File: src/design/scdb_pkg.sv
// ----------------------------------------------------------------------------
// scdb_pkg
// Shared types, codes and constants of the SCSI target CDB decoder.
// ----------------------------------------------------------------------------
package scdb_pkg;

  localparam int CDB_BYTES_DEF   = 10;
  localparam int INQUIRY_MAX_DEF = 36;
  localparam int IDX_W           = 4;
  localparam int QUEUE_DEPTH     = 2;
  localparam int CFG_AW          = 3;
  localparam int CFG_DW          = 32;

  localparam logic [1:0] CMD_SELECT = 2'd0;
  localparam logic [1:0] CMD_BYTE   = 2'd1;
  localparam logic [1:0] CMD_RESET  = 2'd2;

  localparam logic [2:0] ACT_STATUS   = 3'd0;
  localparam logic [2:0] ACT_SENSE    = 3'd1;
  localparam logic [2:0] ACT_INQUIRY  = 3'd2;
  localparam logic [2:0] ACT_READ     = 3'd3;
  localparam logic [2:0] ACT_WRITE    = 3'd4;
  localparam logic [2:0] ACT_REJECTED = 3'd5;

  localparam logic [7:0] OP_TEST_UNIT_READY = 8'h00;
  localparam logic [7:0] OP_REQUEST_SENSE   = 8'h03;
  localparam logic [7:0] OP_FORMAT_UNIT     = 8'h04;
  localparam logic [7:0] OP_READ6           = 8'h08;
  localparam logic [7:0] OP_WRITE6          = 8'h0a;
  localparam logic [7:0] OP_INQUIRY         = 8'h12;
  localparam logic [7:0] OP_MODE_SELECT     = 8'h15;
  localparam logic [7:0] OP_MODE_SENSE      = 8'h1a;
  localparam logic [7:0] OP_START_STOP      = 8'h1b;
  localparam logic [7:0] OP_READ_CAPACITY   = 8'h25;
  localparam logic [7:0] OP_READ10          = 8'h28;
  localparam logic [7:0] OP_WRITE10         = 8'h2a;
  localparam logic [7:0] OP_VERIFY10        = 8'h2f;
  localparam logic [7:0] OP_READ_BUFFER     = 8'h3c;

  localparam logic [7:0] STS_GOOD        = 8'd0;
  localparam logic [7:0] STS_FAIL        = 8'd1;
  localparam logic [7:0] STS_READ_BUFFER = 8'd6;
  localparam logic [7:0] STS_VERIFY      = 8'd10;

  localparam logic [5:0]  SENSE_LEN    = 6'd13;
  localparam logic [15:0] COUNT6_ZERO  = 16'd256;
  localparam logic [4:0]  LBA6_HI_MASK = 5'h1f;

  localparam logic [0:0] REG_TARGET_ID = 1'b0;
  localparam logic [0:0] REG_MEDIUM    = 1'b1;

  typedef struct packed {
    logic [1:0] cmd;
    logic [7:0] data;
  } in_item_t;

  typedef struct packed {
    logic [7:0]  opcode;
    logic [2:0]  action;
    logic [31:0] lba;
    logic [15:0] block_count;
    logic [5:0]  transfer_length;
    logic [7:0]  status_byte;
  } out_item_t;

  // completed or rejected CDB, bytes 1..8 as collected
  typedef struct packed {
    logic            rejected;
    logic [7:0]      opcode;
    logic [7:0][7:0] arg;
  } cdb_req_t;

endpackage

File: src/design/scsi_target_cdb_decoder_unit.sv
// ----------------------------------------------------------------------------
// scsi_target_cdb_decoder_unit
// Target-side SCSI command phase decoder for 6- and 10-byte CDBs.
// ----------------------------------------------------------------------------
// Takes one event per cycle (selection, command byte, bus reset) while full is
// low. The final CDB byte, or a rejected first byte, produces one result,
// which passes through the two-entry request queue and then the decoder's
// output register. full rises only while two decoded requests wait behind an
// unread result, so sustained rate is one event per cycle when results are
// drained.
module scsi_target_cdb_decoder_unit #(
  parameter int CDB_BYTES   = scdb_pkg::CDB_BYTES_DEF,
  parameter int INQUIRY_MAX = scdb_pkg::INQUIRY_MAX_DEF
) (
  input  logic                              clk,
  input  logic                              rst_n,
  input  logic                              push,
  output logic                              full,
  input  scdb_pkg::in_item_t                in_item,
  output logic                              empty,
  input  logic                              pop,
  output scdb_pkg::out_item_t               out_item,
  input  logic                              psel,
  input  logic                              penable,
  input  logic                              pwrite,
  input  logic [scdb_pkg::CFG_AW-1:0]       paddr,
  input  logic [scdb_pkg::CFG_DW-1:0]       pwdata,
  output logic [scdb_pkg::CFG_DW-1:0]       prdata,
  output logic                              pready
);
  import scdb_pkg::*;

  logic [0:0] reg_sel;
  logic [2:0] tid_r;
  logic       medium_r;
  logic       cfg_wr;
  logic       accept;
  logic       fr_valid;
  cdb_req_t   fr_req;
  logic       q_valid, q_full, q_pop;
  cdb_req_t   q_req;
  logic       out_valid;

  assign pready  = 1'b1;
  assign cfg_wr  = psel && penable && pwrite && pready;
  assign reg_sel = paddr[2];
  assign prdata  = (reg_sel == REG_TARGET_ID) ? {{(CFG_DW-3){1'b0}}, tid_r}
                                              : {{(CFG_DW-1){1'b0}}, medium_r};

  always_ff @(posedge clk) begin
    if (!rst_n) begin
      tid_r    <= 3'd6;
      medium_r <= 1'b0;
    end else if (cfg_wr) begin
      if (reg_sel == REG_TARGET_ID) begin
        tid_r <= pwdata[2:0];
      end else if (reg_sel == REG_MEDIUM) begin
        medium_r <= pwdata[0];
      end
    end
  end

  assign full   = q_full;
  assign accept = push && !full;
  assign empty  = !out_valid;

  scdb_front #(
    .CDB_BYTES(CDB_BYTES)
  ) u_front (
    .clk      (clk),
    .rst_n    (rst_n),
    .accept   (accept),
    .item     (in_item),
    .target_id(tid_r),
    .req_valid(fr_valid),
    .req      (fr_req)
  );

  scdb_queue u_queue (
    .clk     (clk),
    .rst_n   (rst_n),
    .wr_en   (fr_valid),
    .wr_req  (fr_req),
    .rd_en   (q_pop),
    .rd_valid(q_valid),
    .rd_req  (q_req),
    .full    (q_full)
  );

  scdb_back #(
    .INQUIRY_MAX(INQUIRY_MAX)
  ) u_back (
    .clk           (clk),
    .rst_n         (rst_n),
    .req_valid     (q_valid),
    .req           (q_req),
    .req_pop       (q_pop),
    .medium_present(medium_r),
    .out_valid     (out_valid),
    .out_item      (out_item),
    .out_pop       (pop)
  );

  a_no_write_when_full: assert property (@(posedge clk) disable iff (!rst_n)
    !(fr_valid && q_full))
    else $error("request written into a full queue");

  a_pop_needs_entry: assert property (@(posedge clk) disable iff (!rst_n)
    q_pop |-> q_valid)
    else $error("queue read while empty");

  a_drain_empties: assert property (@(posedge clk) disable iff (!rst_n)
    (pop && !empty && !q_valid) |=> empty)
    else $error("result still shown after last request was taken");

endmodule

File: src/design/scdb_front.sv
// ----------------------------------------------------------------------------
// scdb_front
// Takes events, tracks selection and collects CDB bytes into a request.
// ----------------------------------------------------------------------------
module scdb_front #(
  parameter int CDB_BYTES = scdb_pkg::CDB_BYTES_DEF
) (
  input  logic               clk,
  input  logic               rst_n,
  input  logic               accept,
  input  scdb_pkg::in_item_t item,
  input  logic [2:0]         target_id,
  output logic               req_valid,
  output scdb_pkg::cdb_req_t req
);
  import scdb_pkg::*;

  localparam int SW = $clog2(CDB_BYTES);

  logic                 selected_r, selected_nxt;
  logic [IDX_W-1:0]     idx_r, idx_nxt;
  logic [IDX_W-1:0]     exp_r, exp_nxt;
  logic [7:0]           store_r [CDB_BYTES];
  logic [IDX_W-1:0]     len;
  logic [IDX_W-1:0]     exp_eff;
  logic [IDX_W-1:0]     idx_inc;
  logic                 wr_store;

  function automatic logic [IDX_W-1:0] cdb_length(input logic [7:0] op);
    logic [IDX_W-1:0] l;
    case (op)
      OP_TEST_UNIT_READY, OP_REQUEST_SENSE, OP_FORMAT_UNIT, OP_READ6, OP_WRITE6,
      OP_INQUIRY, OP_MODE_SELECT, OP_MODE_SENSE, OP_START_STOP,
      OP_READ_BUFFER: l = IDX_W'(6);
      OP_READ_CAPACITY, OP_READ10, OP_WRITE10, OP_VERIFY10: l = IDX_W'(10);
      default: l = '0;
    endcase
    return l;
  endfunction

  assign len     = cdb_length(item.data);
  assign exp_eff = (idx_r == '0) ? len : exp_r;
  assign idx_inc = idx_r + IDX_W'(1);

  always_comb begin
    selected_nxt = selected_r;
    idx_nxt      = idx_r;
    exp_nxt      = exp_r;
    wr_store     = 1'b0;
    req_valid    = 1'b0;
    req.rejected = 1'b0;
    req.opcode   = store_r[0];
    for (int k = 0; k < 8; k++) begin
      req.arg[k] = store_r[k+1];
    end
    if (accept) begin
      case (item.cmd)
        CMD_RESET: begin
          selected_nxt = 1'b0;
          idx_nxt      = '0;
          exp_nxt      = IDX_W'(1);
        end
        CMD_SELECT: begin
          if (item.data[target_id]) begin
            selected_nxt = 1'b1;
            idx_nxt      = '0;
            exp_nxt      = IDX_W'(1);
          end
        end
        CMD_BYTE: begin
          if (selected_r) begin
            wr_store = idx_r < IDX_W'(CDB_BYTES);
            if (idx_r == '0 && len == '0) begin
              req_valid    = 1'b1;
              req.rejected = 1'b1;
              req.opcode   = item.data;
              selected_nxt = 1'b0;
              idx_nxt      = '0;
              exp_nxt      = IDX_W'(1);
            end else if (idx_inc >= exp_eff) begin
              req_valid    = 1'b1;
              selected_nxt = 1'b0;
              idx_nxt      = '0;
              exp_nxt      = IDX_W'(1);
            end else begin
              idx_nxt = idx_inc;
              exp_nxt = exp_eff;
            end
          end
        end
        default: begin
        end
      endcase
    end
  end

  always_ff @(posedge clk) begin
    if (!rst_n) begin
      selected_r <= 1'b0;
      idx_r      <= '0;
      exp_r      <= IDX_W'(1);
    end else begin
      selected_r <= selected_nxt;
      idx_r      <= idx_nxt;
      exp_r      <= exp_nxt;
    end
  end

  always_ff @(posedge clk) begin
    if (wr_store) begin
      store_r[idx_r[SW-1:0]] <= item.data;
    end
  end

endmodule

File: src/design/scdb_queue.sv
// ----------------------------------------------------------------------------
// scdb_queue
// Short request queue between the collector and the decoder.
// ----------------------------------------------------------------------------
module scdb_queue (
  input  logic               clk,
  input  logic               rst_n,
  input  logic               wr_en,
  input  scdb_pkg::cdb_req_t wr_req,
  input  logic               rd_en,
  output logic               rd_valid,
  output scdb_pkg::cdb_req_t rd_req,
  output logic               full
);
  import scdb_pkg::*;

  localparam int PW = $clog2(QUEUE_DEPTH);
  localparam int CW = $clog2(QUEUE_DEPTH + 1);

  cdb_req_t         mem_r [QUEUE_DEPTH];
  logic [PW-1:0]    wp_r, rp_r;
  logic [CW-1:0]    cnt_r;

  assign rd_valid = cnt_r != '0;
  assign full     = cnt_r == CW'(QUEUE_DEPTH);
  assign rd_req   = mem_r[rp_r];

  always_ff @(posedge clk) begin
    if (!rst_n) begin
      wp_r  <= '0;
      rp_r  <= '0;
      cnt_r <= '0;
    end else begin
      if (wr_en) begin
        wp_r <= (wp_r == PW'(QUEUE_DEPTH - 1)) ? '0 : wp_r + PW'(1);
      end
      if (rd_en) begin
        rp_r <= (rp_r == PW'(QUEUE_DEPTH - 1)) ? '0 : rp_r + PW'(1);
      end
      cnt_r <= cnt_r + CW'(wr_en) - CW'(rd_en);
    end
  end

  always_ff @(posedge clk) begin
    if (wr_en) begin
      mem_r[wp_r] <= wr_req;
    end
  end

endmodule

File: src/design/scdb_back.sv
// ----------------------------------------------------------------------------
// scdb_back
// Decodes a collected CDB into a result and holds it in the output register.
// ----------------------------------------------------------------------------
module scdb_back #(
  parameter int INQUIRY_MAX = scdb_pkg::INQUIRY_MAX_DEF
) (
  input  logic                clk,
  input  logic                rst_n,
  input  logic                req_valid,
  input  scdb_pkg::cdb_req_t  req,
  output logic                req_pop,
  input  logic                medium_present,
  output logic                out_valid,
  output scdb_pkg::out_item_t out_item,
  input  logic                out_pop
);
  import scdb_pkg::*;

  localparam logic [7:0] INQ_MAX_B = 8'(INQUIRY_MAX);

  logic      valid_r;
  out_item_t item_r, res;
  logic [7:0] inq_len;
  logic [7:0] io_status;

  assign req_pop   = req_valid && (!valid_r || out_pop);
  assign out_valid = valid_r;
  assign out_item  = item_r;
  assign inq_len   = (req.arg[3] > INQ_MAX_B) ? INQ_MAX_B : req.arg[3];
  assign io_status = medium_present ? STS_GOOD : STS_FAIL;

  always_comb begin
    res.opcode          = req.opcode;
    res.action          = ACT_STATUS;
    res.lba             = '0;
    res.block_count     = '0;
    res.transfer_length = '0;
    res.status_byte     = STS_FAIL;
    if (req.rejected) begin
      res.action = ACT_REJECTED;
    end else begin
      case (req.opcode)
        OP_TEST_UNIT_READY: begin
          res.status_byte = STS_GOOD;
        end
        OP_REQUEST_SENSE: begin
          res.action          = ACT_SENSE;
          res.transfer_length = SENSE_LEN;
          res.status_byte     = STS_GOOD;
        end
        OP_READ6, OP_WRITE6: begin
          res.action      = (req.opcode == OP_READ6) ? ACT_READ : ACT_WRITE;
          res.lba         = {11'd0, req.arg[0][4:0] & LBA6_HI_MASK, req.arg[1], req.arg[2]};
          res.block_count = (req.arg[3] == 8'd0) ? COUNT6_ZERO : {8'd0, req.arg[3]};
          res.status_byte = io_status;
        end
        OP_INQUIRY: begin
          res.action          = ACT_INQUIRY;
          res.transfer_length = inq_len[5:0];
          res.status_byte     = STS_GOOD;
        end
        OP_READ10, OP_WRITE10: begin
          res.action      = (req.opcode == OP_READ10) ? ACT_READ : ACT_WRITE;
          res.lba         = {req.arg[1], req.arg[2], req.arg[3], req.arg[4]};
          res.block_count = {req.arg[6], req.arg[7]};
          res.status_byte = io_status;
        end
        OP_VERIFY10: begin
          res.status_byte = STS_VERIFY;
        end
        OP_READ_BUFFER: begin
          res.status_byte = STS_READ_BUFFER;
        end
        default: begin
          res.status_byte = STS_FAIL;
        end
      endcase
    end
  end

  always_ff @(posedge clk) begin
    if (!rst_n) begin
      valid_r <= 1'b0;
    end else if (req_pop) begin
      valid_r <= 1'b1;
    end else if (out_pop) begin
      valid_r <= 1'b0;
    end
  end

  always_ff @(posedge clk) begin
    if (req_pop) begin
      item_r <= res;
    end
  end

endmodule

File: config.mk
export PLATFORM = sky130hd
export DESIGN_NAME = scsi_target_cdb_decoder_unit
export DESIGN_NICKNAME = d
export VERILOG_FILES = /design/src/design/scdb_pkg.sv /design/src/design/scsi_target_cdb_decoder_unit.sv /design/src/design/scdb_front.sv /design/src/design/scdb_queue.sv /design/src/design/scdb_back.sv
export SDC_FILE = /design/constraint.sdc
export NUM_CORES = 1
export LEC_CHECK = 0
export ABC_AREA = 1
export BUFFER_PORTS_ARGS = -buffer_cell sky130_fd_sc_hd__buf_2
export CAP_MARGIN = 25
export CORE_UTILIZATION = 40
export DETAILED_ROUTE_END_ITERATION = 10
export GPL_ROUTABILITY_DRIVEN = 0
export PLACE_DENSITY = 0.6
export SYNTH_ARGS = -nofsm -noshare
export SYNTH_HDL_FRONTEND = slang
export SYNTH_SLANG_ARGS = --single-unit
export TNS_END_PERCENT = 30
File: constraint.sdc
create_clock -name clk -period 6.3 [get_ports clk]
set_input_delay 0.63 -clock clk [delete_from_list [all_inputs] [get_ports clk]]
set_output_delay 0.63 -clock clk [all_outputs]
set_load 0.005 [all_outputs]
==> impl_metrics.ini <==
[outcome]
status = completed

[clocking]
clockRootBuffer = clkbuf_16
cts_tree = yes
post-cts-setup-buffers = 0
clock_latency_ps = 530
cts-hold-fix-buffers = 0
clockBufferDepth = 3
numCtsBuffers = 29
cts.sinks = 273
path_clk_slew_ps = 60
htreeDepth = 1
post_cts_resized = 0

[layout]
layout-drive-gt1-share_pct = 19.16
antennaDiodeCount = 0
layout-area-overhead-vs-synth_pct = 15.36
fin_nets = 1047
n_fill_cell = 2411

[pwr]
powerDensity_nw_per_um2 = 387.7
leakage_nw = 4.932
power_mw = 4.936
ir_worst_vdd_uv = 433.4

[sta]
tns_ps = 0
slew_viol_final = 0
max_freq_ghz = 0.2553
hold_viol_final = 0
fin_skew_ps = 20.98
worst_pin_slew_ps = 990.1
final.period_utilization_pct = 62.18
grt_setup_unrepaired = false
relSlewSlack_pct = 33.99
setup_viol = 0
finalCriticalPeriod_ps = 3917

[yosys]
synthArstFlopShare_pct = 0
synth_warnings = 0
synth_top_area_cell = edfxtp_1
yosysMostFrequentCell = edfxtp_1
synth_cell_type_count = 40
netlist_area_um2 = 11030
yosys_most_used_dff = edfxtp_1
synth_edf_count = 254
syn_avg_cell_area_um2 = 12.71
ys_ff_latch = 273
synth_seq_area_share_pct = 72.57
synth_top_area_share_pct = 69.12
yosys-top-cells-area = edfxtp_1 (69%), nand2_1 (6.7%), dfxtp_1 (3.4%)
synthCells = 868
ys_top_cells_by_count = edfxtp_1 (254), nand2_1 (196), inv_1 (70)

[route]
drc = 0
final_antenna_net_count = 0
num_vias = 6382
drt_iter0_drc = 464
first_pass_iters = 4
wl_um = 21170
vias_per_cell = 4.752
avgRoutedWirePerCell_um = 15.76

[global_routing]
grt_pass1_wl_um = 33550
track_usage_pct = 15.31
grt_overflow = 0
grt_max_degree = 74
grt_pass1_vias = 6193
antenna_found_initial = 0

[worst_setup_path]
start_kind = input port
crit_arrival_ps = 4110
r2r_start = u_front.idx_r[0]
path_cells = buf_2, inv_1, ha_1, inv_1, nand2_1, nand3_1, nand3_1, nand3_1, nand2_1, nand2_1, nand2_1, ha_1, inv_1, o21bai_1, nand3_1, nand3_1, inv_1, nand2_1, nand3_1, inv_2, buf_4
worst_ep_required_time_ps = 6500
endpoint_kind = flop
startpoint = in_item[1]
critical_path.most_common_cell = nand3_1
path_max_fanout = 27
slowest_stage = inv_2
max_stage_delay_ps = 490
crit_type = in2reg

[floorplanning]
core_um2 = 27030
die_h_um = 168.1
die_w_um = 168.1
start_util_pct = 40.83
die-area_um2 = 28250
ios = 160
rows = 60

[placed_design]
hpwlAfterDp_um = 13230
io_buffer_count = 94

[run]
max-cap-violations = 0

[min_path]
hp-class = in2reg
min_from = pwdata[1]
## state kept, by name, indices dropped and copies added, names as in the netlist, named ones only
signal,flops
u_front.store_r,61
u_front.idx_r,4
u_front.exp_r,4
tid_r,3
u_queue.cnt_r,2
u_back.out_item,69
u_queue.mem_r,124
medium_r,1
u_queue.wp_r,1
u_back.out_valid,1
u_queue.rp_r,1
u_front.selected_r,1
## cell usage in the layout, fill, tap and decap left out, types with 3 or more instances in the layout
cell type / instances
edfxtp_1: 254
nand2_1: 196
buf_2: 94
inv_1: 69
nor2_1: 50
nand3_1: 49
o21ai_0: 39
conb_1: 34
a21oi_1: 32
clkbuf_16: 29
dfxtp_1: 18
mux2i_1: 16
o21ai_2: 14
ha_1: 14
buf_4: 12
nand4_1: 9
nor3_1: 7
a21oi_2: 7
clkinv_2: 7
clkinv_1: 5
nor3_2: 4
clkinvlp_4: 4
xor2_1: 3
or2_2: 3
o21ai_1: 3
bufinv_16: 3
clkbuf_1: 3
## metal layers
metal | vias up | track usage [%] | part of all wire [%]
met4 | 0 | 3.834 | 1.6
met3 | 29 | 2.468 | 5.0
li1 | 3174 | - | -
met5 | - | 0 | 0
met1 | 3011 | 20.25 | 45
met2 | 168 | 26.36 | 48
## cell type report
| type | instances | area [um2] | area share (%) |
|---|---|---|---|
| clock inverter | 20 | 187.7 | 1.474 |
| sequential | 273 | 8009 | 62.92 |
| tap | 341 | 426.7 | 3.352 |
| inverter | 73 | 276.5 | 2.172 |
| multi-input combinational | 497 | 2505 | 19.68 |
| timing repair buffer | 107 | 588.1 | 4.620 |
| clock buffer | 32 | 737.0 | 5.789 |
## final timing paths
kind,slack [ps],endpoint,cells past startpoint
worst max register to register,2560,u_queue.mem_r[1][23],16
worst min-delay path,320,tid_r[1],3
worst min register to register,430,u_queue.mem_r[0][12],0
worst max-delay path,2380,u_queue.mem_r[1][23],21
## critical path: cells and delay by family
kind	cells	cell delay (ps)
buf+inv	7	1600
compound gates	1	110
simple gates	11	1130
fa+ha+maj	2	590
## power breakdown
group / switching [mW] / internal, mW / total [mW]
Combinational: 0.633 / 0.296 / 0.929
Sequential: 0.102 / 2.27 / 2.37
Clock: 0.670 / 0.965 / 1.63
Total: 1.40 / 3.53 / 4.94
## cells by family (layout without fill, tap and decap cells)
family,Yosys count,after routing,share of synthesized area [%]
compound gates,100,100,5.307
mux,16,16,1.451
other cells,2,34,0.06806
fa+ha+maj,14,14,1.587
flops,273,273,72.57
buf+inv,130,232,6.066
simple gates,330,330,12.71
xor+xnor,3,3,0.2382
## through the flow
step | cells | util, % | area [um2] | worst slack [ps] | hold slack [ps]
2_1_floorplan | 900 | - | 11150 | 790.0 | 421.5
3_3_place_gp | 1290 | 43.58 | 11780 | 1816 | 421.3
3_5_place_dp | 1291 | 43.68 | 11810 | 1815 | 429.0
4_1_cts | 1343 | 47.10 | 12730 | 2359 | 290.6
5_1_grt | 1343 | 47.10 | 12730 | 2102 | 301.1
6_report | 1343 | 47.10 | 12730 | 2383 | 317.5
Power figures use the tool's default switching activity.
